## src/rtl/core/bba_pkg.sv

```systemverilog
// ----------------------------------------------------------------------------
// bba_pkg
// Shared sizes, codes and controller/datapath handshake types for the
// first-fit bitmap block allocator.
// ----------------------------------------------------------------------------
package bba_pkg;

   localparam int NUM_BLOCKS = 1024;

   // field widths of the item channels
   localparam int FREE_IDX_W = 11;
   localparam int BIDX_W     = 10;
   localparam int STATUS_W   = 2;

   // used map is held as 64-bit words in a RAM
   localparam int WORD_W     = 64;
   localparam int BIT_W      = 6;
   localparam int WORD_COUNT = (NUM_BLOCKS + WORD_W - 1) / WORD_W;
   localparam int ADDR_W     = (WORD_COUNT > 1) ? $clog2(WORD_COUNT) : 1;
   localparam int PIDX_W     = ADDR_W + BIT_W;

   localparam logic [ADDR_W-1:0] LAST_WORD = ADDR_W'(WORD_COUNT - 1);

   // blocks that exist in the last word; bits above are never handed out
   localparam int TAIL_BITS = NUM_BLOCKS % WORD_W;
   localparam logic [WORD_W-1:0] TAIL_MASK =
      (TAIL_BITS == 0) ? {WORD_W{1'b1}} : ((WORD_W'(1) << TAIL_BITS) - WORD_W'(1));

   localparam logic CMD_ALLOC = 1'b0;
   localparam logic CMD_FREE  = 1'b1;

   typedef enum logic [STATUS_W-1:0] {
      STATUS_OK      = 2'd0,
      STATUS_FULL    = 2'd1,
      STATUS_INVALID = 2'd2
   } status_type;

   typedef struct packed {
      logic clear_wr;
      logic latch;
      logic rd_next;
      logic commit_alloc;
      logic commit_full;
      logic commit_free;
      logic commit_invalid;
   } dp_cmd_type;

   typedef struct packed {
      logic req_is_free;
      logic free_ok;
      logic word_has_zero;
      logic scan_last;
      logic clear_last;
      logic out_free;
   } dp_stat_type;

endpackage

```

## src/rtl/core/bba_req_if.sv

```systemverilog
// ----------------------------------------------------------------------------
// bba_req_if
// Request channel: valid/ready handshake carrying one allocate or free item.
// ----------------------------------------------------------------------------
interface bba_req_if
   import bba_pkg::*;
();
   logic                  valid;
   logic                  ready;
   logic                  command;
   logic [FREE_IDX_W-1:0] free_index;

   modport source (output valid, output command, output free_index, input ready);
   modport sink   (input valid, input command, input free_index, output ready);
endinterface

```

## src/rtl/core/bba_rsp_if.sv

```systemverilog
// ----------------------------------------------------------------------------
// bba_rsp_if
// Response channel: valid/ready handshake carrying one status item.
// ----------------------------------------------------------------------------
interface bba_rsp_if
   import bba_pkg::*;
();
   logic              valid;
   logic              ready;
   logic [STATUS_W-1:0] status;
   logic [BIDX_W-1:0] block_index;

   modport source (output valid, output status, output block_index, input ready);
   modport sink   (input valid, input status, input block_index, output ready);
endinterface

```

## src/rtl/core/bba_ram.sv

```systemverilog
// ----------------------------------------------------------------------------
// bba_ram
// Generic single-write, single-read RAM with registered read data.
// ----------------------------------------------------------------------------
module bba_ram #(
   parameter int WIDTH = 64,
   parameter int DEPTH = 16,
   localparam int ADDR_W = (DEPTH > 1) ? $clog2(DEPTH) : 1
) (
   input  logic              clock,
   input  logic              wr_en,
   input  logic [ADDR_W-1:0] wr_addr,
   input  logic [WIDTH-1:0]  wr_data,
   input  logic              rd_en,
   input  logic [ADDR_W-1:0] rd_addr,
   output logic [WIDTH-1:0]  rd_data
);
   logic [WIDTH-1:0] mem_ff [DEPTH];
   logic [WIDTH-1:0] rd_data_ff;

   always_ff @(posedge clock) begin
      if (wr_en) begin
         mem_ff[wr_addr] <= wr_data;
      end
      if (rd_en) begin
         rd_data_ff <= mem_ff[rd_addr];
      end
   end

   assign rd_data = rd_data_ff;
endmodule

```

## src/rtl/core/bba_ctrl.sv

```systemverilog
// ----------------------------------------------------------------------------
// bba_ctrl
// Sequencer: clears the map after reset, then runs each allocate scan or
// free update and hands the result to the output register.
// ----------------------------------------------------------------------------
module bba_ctrl
   import bba_pkg::*;
(
   input  logic        clock,
   input  logic        reset,
   input  logic        req_valid,
   output logic        req_ready,
   input  dp_stat_type stat,
   output dp_cmd_type  cmd
);
   typedef enum logic [1:0] {
      ST_CLEAR,
      ST_IDLE,
      ST_ALLOC,
      ST_FREE
   } ctrl_state_type;

   ctrl_state_type state_ff;
   ctrl_state_type state_in;

   always_comb begin
      state_in = state_ff;
      cmd      = '0;
      unique case (state_ff)
         ST_CLEAR: begin
            cmd.clear_wr = 1'b1;
            if (stat.clear_last) begin
               state_in = ST_IDLE;
            end
         end
         ST_IDLE: begin
            if (req_valid) begin
               cmd.latch = 1'b1;
               state_in  = stat.req_is_free ? ST_FREE : ST_ALLOC;
            end
         end
         ST_ALLOC: begin
            priority if (stat.word_has_zero) begin
               if (stat.out_free) begin
                  cmd.commit_alloc = 1'b1;
                  state_in         = ST_IDLE;
               end
            end else if (stat.scan_last) begin
               if (stat.out_free) begin
                  cmd.commit_full = 1'b1;
                  state_in        = ST_IDLE;
               end
            end else begin
               cmd.rd_next = 1'b1;
            end
         end
         ST_FREE: begin
            if (stat.out_free) begin
               cmd.commit_free    = stat.free_ok;
               cmd.commit_invalid = !stat.free_ok;
               state_in           = ST_IDLE;
            end
         end
         default: begin
            state_in = ST_CLEAR;
         end
      endcase
   end

   always_ff @(posedge clock) begin
      if (reset) begin
         state_ff <= ST_CLEAR;
      end else begin
         state_ff <= state_in;
      end
   end

   assign req_ready = (state_ff == ST_IDLE);
endmodule

```

## src/rtl/core/bba_dpath.sv

```systemverilog
// ----------------------------------------------------------------------------
// bba_dpath
// Datapath: used-map RAM, word counter, request latch, first-zero search
// and the response output register.
// ----------------------------------------------------------------------------
module bba_dpath
   import bba_pkg::*;
(
   input  logic                  clock,
   input  logic                  reset,
   input  logic                  req_command,
   input  logic [FREE_IDX_W-1:0] req_free_index,
   input  dp_cmd_type            cmd,
   output dp_stat_type           stat,
   output logic                  rsp_valid,
   input  logic                  rsp_ready,
   output logic [STATUS_W-1:0]   rsp_status,
   output logic [BIDX_W-1:0]     rsp_block_index
);
   logic [ADDR_W-1:0] cnt_ff, cnt_in;
   logic              cmd_ff;
   logic [PIDX_W-1:0] pidx_ff;
   logic              idx_ok_ff;
   logic              rsp_valid_ff, rsp_valid_in;
   status_type        status_ff;
   logic [BIDX_W-1:0] bidx_ff;

   logic [PIDX_W-1:0] req_pidx;
   logic              req_idx_ok;
   logic [ADDR_W-1:0] free_word;
   logic [WORD_W-1:0] free_mask;

   logic              ram_wr_en;
   logic [ADDR_W-1:0] ram_wr_addr;
   logic [WORD_W-1:0] ram_wr_data;
   logic              ram_rd_en;
   logic [ADDR_W-1:0] ram_rd_addr;
   logic [WORD_W-1:0] ram_rd_data;

   logic [WORD_W-1:0] zeros;
   logic [WORD_W-1:0] lowest;
   logic [BIT_W-1:0]  bit_pos;
   logic [PIDX_W-1:0] alloc_pidx;

   // indexes wider than the map are caught by the range check first
   assign req_pidx   = PIDX_W'(req_free_index);
   assign req_idx_ok = 32'(req_free_index) < 32'(NUM_BLOCKS);
   assign free_word  = pidx_ff[PIDX_W-1:BIT_W];
   assign free_mask  = WORD_W'(1) << pidx_ff[BIT_W-1:0];

   // free bits of the scanned word, isolated lowest one
   assign zeros  = ~ram_rd_data & ((cnt_ff == LAST_WORD) ? TAIL_MASK : {WORD_W{1'b1}});
   assign lowest = zeros & (~zeros + WORD_W'(1));

   always_comb begin
      bit_pos = '0;
      for (int i = 0; i < WORD_W; i++) begin
         if (lowest[i]) begin
            bit_pos = bit_pos | BIT_W'(i);
         end
      end
   end

   assign alloc_pidx = {cnt_ff, bit_pos};

   always_comb begin
      ram_rd_en   = (cmd.latch && (req_command == CMD_ALLOC || req_idx_ok)) || cmd.rd_next;
      ram_rd_addr = cmd.latch ? ((req_command == CMD_FREE) ? req_pidx[PIDX_W-1:BIT_W] : '0)
                              : cnt_ff + ADDR_W'(1);
      ram_wr_en   = cmd.clear_wr || cmd.commit_alloc || cmd.commit_free;
      ram_wr_addr = cmd.commit_free ? free_word : cnt_ff;
      priority if (cmd.commit_alloc) begin
         ram_wr_data = ram_rd_data | lowest;
      end else if (cmd.commit_free) begin
         ram_wr_data = ram_rd_data & ~free_mask;
      end else begin
         ram_wr_data = '0;
      end
   end

   bba_ram #(
      .WIDTH (WORD_W),
      .DEPTH (WORD_COUNT)
   ) u_map (
      .clock   (clock),
      .wr_en   (ram_wr_en),
      .wr_addr (ram_wr_addr),
      .wr_data (ram_wr_data),
      .rd_en   (ram_rd_en),
      .rd_addr (ram_rd_addr),
      .rd_data (ram_rd_data)
   );

   always_comb begin
      priority if (cmd.latch) begin
         cnt_in = '0;
      end else if (cmd.clear_wr || cmd.rd_next) begin
         cnt_in = cnt_ff + ADDR_W'(1);
      end else begin
         cnt_in = cnt_ff;
      end
   end

   always_comb begin
      rsp_valid_in = rsp_valid_ff && !rsp_ready;
      if (cmd.commit_alloc || cmd.commit_full || cmd.commit_free || cmd.commit_invalid) begin
         rsp_valid_in = 1'b1;
      end
   end

   always_ff @(posedge clock) begin
      if (reset) begin
         cnt_ff       <= '0;
         rsp_valid_ff <= 1'b0;
      end else begin
         cnt_ff       <= cnt_in;
         rsp_valid_ff <= rsp_valid_in;
      end
   end

   always_ff @(posedge clock) begin
      if (cmd.latch) begin
         cmd_ff    <= req_command;
         pidx_ff   <= req_pidx;
         idx_ok_ff <= req_idx_ok;
      end
      priority if (cmd.commit_alloc) begin
         status_ff <= STATUS_OK;
         bidx_ff   <= BIDX_W'(alloc_pidx);
      end else if (cmd.commit_full) begin
         status_ff <= STATUS_FULL;
         bidx_ff   <= '0;
      end else if (cmd.commit_free) begin
         status_ff <= STATUS_OK;
         bidx_ff   <= '0;
      end else if (cmd.commit_invalid) begin
         status_ff <= STATUS_INVALID;
         bidx_ff   <= '0;
      end else begin
         status_ff <= status_ff;
         bidx_ff   <= bidx_ff;
      end
   end

   always_comb begin
      stat.req_is_free   = (req_command == CMD_FREE);
      stat.free_ok       = idx_ok_ff && (cmd_ff == CMD_FREE);
      stat.word_has_zero = |zeros;
      stat.scan_last     = (cnt_ff == LAST_WORD);
      stat.clear_last    = (cnt_ff == LAST_WORD);
      stat.out_free      = !rsp_valid_ff || rsp_ready;
   end

   assign rsp_valid       = rsp_valid_ff;
   assign rsp_status      = status_ff;
   assign rsp_block_index = bidx_ff;
endmodule

```

## src/rtl/core/bitmap_block_allocator_core.sv

```systemverilog
// Allocate: the result waits on the scan of one 64-bit map word per cycle from the map RAM,
//   up to WORD_COUNT words (16 at 1024 blocks), and on a free output register.
// Free: one RAM read of the map word, then the write-back as the result is registered.
// One item at a time: the next item is taken the cycle after a result is registered.
// Reset: synchronous; the map RAM is then cleared one word per cycle (all WORD_COUNT words,
//   16 at 1024 blocks) with req_chan.ready low.
// ----------------------------------------------------------------------------
// bitmap_block_allocator_core
// First-fit block allocator over a used-bit map, controller plus datapath.
// ----------------------------------------------------------------------------
module bitmap_block_allocator_core
   import bba_pkg::*;
(
   input  logic      clock,
   input  logic      reset,
   bba_req_if.sink   req_chan,
   bba_rsp_if.source rsp_chan
);
   dp_cmd_type  dp_cmd;
   dp_stat_type dp_stat;
   logic        req_ready;

   bba_ctrl u_ctrl (
      .clock     (clock),
      .reset     (reset),
      .req_valid (req_chan.valid),
      .req_ready (req_ready),
      .stat      (dp_stat),
      .cmd       (dp_cmd)
   );

   bba_dpath u_dpath (
      .clock           (clock),
      .reset           (reset),
      .req_command     (req_chan.command),
      .req_free_index  (req_chan.free_index),
      .cmd             (dp_cmd),
      .stat            (dp_stat),
      .rsp_valid       (rsp_chan.valid),
      .rsp_ready       (rsp_chan.ready),
      .rsp_status      (rsp_chan.status),
      .rsp_block_index (rsp_chan.block_index)
   );

   assign req_chan.ready = req_ready;

   // a result is only committed into a free output register
   a_commit_needs_room: assert property (@(posedge clock) disable iff (reset)
      (dp_cmd.commit_alloc || dp_cmd.commit_full || dp_cmd.commit_free ||
       dp_cmd.commit_invalid) |-> dp_stat.out_free)
      else $error("result committed over a pending response");

   a_one_commit: assert property (@(posedge clock) disable iff (reset)
      $onehot0({dp_cmd.commit_alloc, dp_cmd.commit_full, dp_cmd.commit_free,
                dp_cmd.commit_invalid, dp_cmd.clear_wr, dp_cmd.latch}))
      else $error("conflicting datapath commands");

   a_busy_after_accept: assert property (@(posedge clock) disable iff (reset)
      (req_chan.valid && req_chan.ready) |=> !req_chan.ready)
      else $error("item accepted while previous one in flight");

   a_clear_blocks_req: assert property (@(posedge clock) disable iff (reset)
      dp_cmd.clear_wr |-> !req_chan.ready)
      else $error("request taken during map clear");
endmodule
```

## src/flat_wrapper.sv

```systemverilog
// flat-port wrapper written by rule: the top's interface ports become plain ports
module bitmap_block_allocator_core_flat import bba_pkg::*;
  (clock, reset, req_chan_valid, req_chan_command, req_chan_free_index, req_chan_ready, rsp_chan_valid, rsp_chan_status, rsp_chan_block_index, rsp_chan_ready);
  bba_req_if req_chan_i ();
  bba_rsp_if rsp_chan_i ();
  input  logic clock;
  input  logic reset;
  input wire logic [$bits(req_chan_i.valid)-1:0] req_chan_valid;
  input wire logic [$bits(req_chan_i.command)-1:0] req_chan_command;
  input wire logic [$bits(req_chan_i.free_index)-1:0] req_chan_free_index;
  output wire logic [$bits(req_chan_i.ready)-1:0] req_chan_ready;
  output wire logic [$bits(rsp_chan_i.valid)-1:0] rsp_chan_valid;
  output wire logic [$bits(rsp_chan_i.status)-1:0] rsp_chan_status;
  output wire logic [$bits(rsp_chan_i.block_index)-1:0] rsp_chan_block_index;
  input wire logic [$bits(rsp_chan_i.ready)-1:0] rsp_chan_ready;
  assign req_chan_i.valid = req_chan_valid;
  assign req_chan_i.command = req_chan_command;
  assign req_chan_i.free_index = req_chan_free_index;
  assign req_chan_ready = req_chan_i.ready;
  assign rsp_chan_valid = rsp_chan_i.valid;
  assign rsp_chan_status = rsp_chan_i.status;
  assign rsp_chan_block_index = rsp_chan_i.block_index;
  assign rsp_chan_i.ready = rsp_chan_ready;
  bitmap_block_allocator_core u_core (.clock(clock), .reset(reset), .req_chan(req_chan_i), .rsp_chan(rsp_chan_i));
endmodule
```

## config.mk

```make
export PLATFORM = sky130hd
export DESIGN_NAME = bitmap_block_allocator_core_flat
export DESIGN_NICKNAME = d
export VERILOG_FILES = /design/src/rtl/core/bba_pkg.sv /design/src/rtl/core/bba_req_if.sv /design/src/rtl/core/bba_rsp_if.sv /design/src/rtl/core/bba_ram.sv /design/src/rtl/core/bba_ctrl.sv /design/src/rtl/core/bba_dpath.sv /design/src/rtl/core/bitmap_block_allocator_core.sv /design/src/flat_wrapper.sv
export SDC_FILE = /design/constraint.sdc
export NUM_CORES = 1
export LEC_CHECK = 0
export BUFFER_PORTS_ARGS = -buffer_cell sky130_fd_sc_hd__buf_2
export CAP_MARGIN = 20
export CORE_UTILIZATION = 63
export DETAILED_ROUTE_END_ITERATION = 10
export GPL_ROUTABILITY_DRIVEN = 1
export PLACE_DENSITY = 0.89
export SETUP_SLACK_MARGIN = 0.4
export SYNTH_ARGS = -nofsm -noshare
export SYNTH_HDL_FRONTEND = slang
export SYNTH_SLANG_ARGS = --single-unit
```

## constraint.sdc

```tcl
create_clock -name clock -period 8 [get_ports clock]
set_input_delay 0 -clock clock [delete_from_list [all_inputs] [get_ports clock]]
set_output_delay 0 -clock clock [all_outputs]
set_load 0.02 [all_outputs]
```

==> reports/results.txt <==
status: complete, but fails checks
failing checks: DRC
area grow syn2layout: 10.80%
Core Util, Final: 70.67%
initial antenna violation count: 3
Die Y: 274 um
max cap viols: 0
Skew-Pair Late Insertion Delay: 0.69 ns
NumNets Final: 3492
fraction of synthesized cell area taken by the top area cell type: 71.51%
drt wl/cell: 27.79 um
ANT cells: 0
cell taking the most area after synthesis: edfxtp_1
Net Sw Frac: 24.00%
Reg2Reg Setup Slack: 3.30 ns
CP Data Required Time: 8.29 ns
total CTS buffers: 103
Slew headroom: 18.40%
post-synthesis simple-gate area fraction: 11.86%
crit start category: flop
ys async rst share: 0%
Cell Int Power: 9.637 mW
path depth of the worst reg2reg path: 8
Placement Setup Slack: 3.473 ns
Hold EP: u_core.u_dpath.pidx_ff[4]
largest family of logic cells by synthesized area: compound AO/OA/AOI/OAI gates
setup bufs post-CTS: 0
CTS Buffer Depth: 3
crit path time final: 4.705 ns
post-synthesis adder-cell area fraction: 0.02684%
first-pass GRT wire length: 184500 um
CP Capture Type: flop
total track usage: 33.15%
Design Area, Final: 0.05165 mm2
clock slew at reported path FFs: 0.06 ns
Ys Warns: 0
Hold Violations, Final: 0
peak supply drop: 0.3353 mV
die area: 0.07508 mm2
via/cell ratio: 6.958
CP Cell Sequence: and2_0 -> nand2_1 -> nor2_2 -> buf_4 -> mux2i_1 -> o21ai_1 -> nor2_4 -> buf_4
actual slew at the worst max-slew pin: 1.224 ns
DRC: 2
CP Launch Point: u_core.u_ctrl.state_ff[1]
core area: 0.07308 mm2
Post-Synth XOR/XNOR Area: 0.07516%
sequential power share: 51.6%
Fillers: 4419
placed inst area: 0.04788 mm2
WS Path Type: flop to flop
Cells after Synth: 3469
Multi-input gate area: 0.01231 mm2
hold depth: 2
Crit path max-delay family: simple AND/OR/NAND/NOR gates
Setup Skew: 0.03032 ns
worst hold start: req_chan_free_index[4]
post-cts sizing count: 0
cell count after placement: 4289
dominant synthesized flop cell: edfxtp_1
htree depth: 3
clock root cell: clkbuf_16
count of hold-fix buffers inserted at cts: 15
Initial DRC Count: 4434
io pins: 30
largest net degree at the start of global routing: 204
final setup TNS: 0 ns
Switching Power: 3.043 mW
Largest stage delay, worst path: 0.89 ns
Clock Sinks: 1119
Leak Pwr: 16.69 nW
share of cells above drive strength 1: 8.928%
grt total ovfl: 0
Hold Crit Class: primary input to flop
vias in the first global route: 30272
Die Span X: 274 um
overall power: 12.68 mW
post-route ant nets: 0
#FFs+latches synth: 1119
synthesized area: 0.04661 mm2
Synth cell types: 74
worst-path maximum fanout: 45
Seq. cell area: 0.03351 mm2
most frequent cell after synthesis: edfxtp_1
Post-synth EDFFs: 1110
CP max stage cell: nor2_4
most frequent cell on the critical path: buf_4
Final Max Slew Viols: 0
most instantiated cells after synthesis: edfxtp_1 (1110), nand2_1 (581), a211oi_1 (260)
total routed wirelength: 125600 um
post-route insts no fill: 4521
syn_area_per_cell: 13.44 um2
Clk pwr share: 38.5%
DRT Pass-1 Iters: 11
Starting Density: 63.78%
power per cell area: 245.5 mW/mm2
unrepaired setup endpoints after global routing: false
WP buf/inv: 2
post-synthesis mux area share: 1.442%
PortBufs: 29
sequential fraction of the synthesis area: 71.90%
reg2reg end: u_core.u_dpath.u_map.mem_ff[0][59]
site row count: 99
post-synthesis compound-gate area fraction: 12.57%
CTS tree: done
max frequency: 0.2125 GHz
Synth Net Count: 3486
via count: 31456
Critical R2R Launch: u_core.u_ctrl.state_ff[1]
Combinational Power Share: 9.9%
fin crit share: 58.81%
post-DP HPWL: 70370 um
Hold Slack: 0.03527 ns
routability cong.: 1.046
final setup margin: 3.295 ns
Synth area leaders: edfxtp_1 (72%), nand2_1 (4.7%), a211oi_1 (4.2%)
Setup violations, final: 0
CP arrival: 5.00 ns
==> worst max path at each step <==
stage / end / depth (start not counted)
after floorplan: u_core.u_dpath.u_map.mem_ff[10][0] / 7
after global placement: u_core.u_dpath.u_map.mem_ff[13][46] / 8
after detailed placement: u_core.u_dpath.u_map.mem_ff[13][60] / 8
after CTS: u_core.u_dpath.u_map.mem_ff[13][46] / 8
after global routing: u_core.u_dpath.u_map.mem_ff[0][13] / 8
final: u_core.u_dpath.u_map.mem_ff[0][59] / 8
==> per-layer routing <==
| metal | track usage [%] | share of wire, % | vias to the layer above | wire [um] |
|---|---|---|---|---|
| met4 | 15.95 | 4.4 | 4 | 5588 |
| met1 | 45.49 | 37 | 15393 | 46220 |
| met5 | 0 | 0.020 | - | 25 |
| met3 | 5.430 | 11 | 371 | 13970 |
| li1 | - | - | 13371 | - |
| met2 | 52.23 | 48 | 2317 | 59830 |
==> logic make-up (layout without fill, tap and decap cells) <==
kind of cell               count (synthesis)  in the layout
muxes                                     67             67
and+or+nand+nor                         1146           1146
adders and majority gates                  1              1
DFF                                     1119           1119
xor gates and xnor gates                   4              4
AOI/OAI and AO/OA                        875            875
buffers and inverters                    257            350
==> state kept, by name (all words and copies together) (netlist names) <==
name and cells:
u_core.u_dpath.pidx_ff 10, u_core.u_dpath.rsp_valid 1, u_core.u_dpath.u_map.rd_data 64, u_core.u_dpath.cmd_ff 1
u_core.u_ctrl.state_ff 2, u_core.u_dpath.idx_ok_ff 1, u_core.u_dpath.cnt_ff 4, u_core.u_dpath.rsp_status 2
u_core.u_dpath.rsp_block_index 10, u_core.u_dpath.u_map.mem_ff 1024
==> final cells by class <==
class                           count  share of cell area [%]
Clock inverter                     63                   1.228
Tap cell                          959                   2.323
Inverter                           18                  0.1308
Clock buffer                      129                   5.277
Sequential cell                  1119                   64.89
Multi-Input combinational cell   2093                   23.84
Timing Repair Buffer              140                   2.314
==> cells in the final DEF, fill, tap and decap left out, types with 5 or more instances in the layout <==
| cell | synthesis | layout |
|---|---|---|
| edfxtp_1 | 1110 | 1110 |
| nand2_1 | 581 | 581 |
| a211oi_1 | 260 | 260 |
| a21oi_1 | 203 | 203 |
| and2_1 | 172 | 172 |
| a31oi_1 | 148 | 147 |
| a311oi_1 | 128 | 128 |
| clkbuf_16 | 0 | 103 |
| and2_0 | 89 | 89 |
| buf_4 | 0 | 84 |
| nor2_1 | 94 | 81 |
| mux2i_1 | 66 | 66 |
| o21ai_0 | 66 | 65 |
| nand4_1 | 43 | 43 |
| nor3_1 | 38 | 34 |
| nand3_1 | 29 | 29 |
| buf_2 | 21 | 29 |
| clkinv_1 | 0 | 25 |
| clkbuf_1 | 206 | 21 |
| nor4_1 | 20 | 20 |
| inv_1 | 17 | 17 |
| o21ai_1 | 19 | 16 |
| clkinv_2 | 0 | 16 |
| dlygate4sd3_1 | 0 | 15 |
| nor2_4 | 0 | 12 |
| or2_2 | 11 | 11 |
| or3_1 | 10 | 10 |
| or4_1 | 10 | 10 |
| bufinv_16 | 0 | 9 |
| dfxtp_1 | 9 | 9 |
| nand2b_1 | 8 | 8 |
| a21o_1 | 9 | 8 |
| nor2b_1 | 7 | 7 |
| and3_1 | 6 | 6 |
| buf_12 | 0 | 6 |
| nor3_2 | 1 | 5 |
| clkbuf_8 | 0 | 5 |
| buf_16 | 0 | 5 |
==> power groups by stage <==
stage | clock (mW) | combinational [mW] | sequential (mW)
3_5_place_dp | 0 | 1.21 | 6.66
6_report | 4.88 | 1.26 | 6.54
2_1_floorplan | 0 | 0.879 | 6.66
5_1_grt | 5.09 | 1.35 | 6.55
4_1_cts | 4.88 | 1.24 | 6.54
3_3_place_gp | 0 | 1.15 | 6.66
Note: power is estimated with default switching activity, not from simulation.
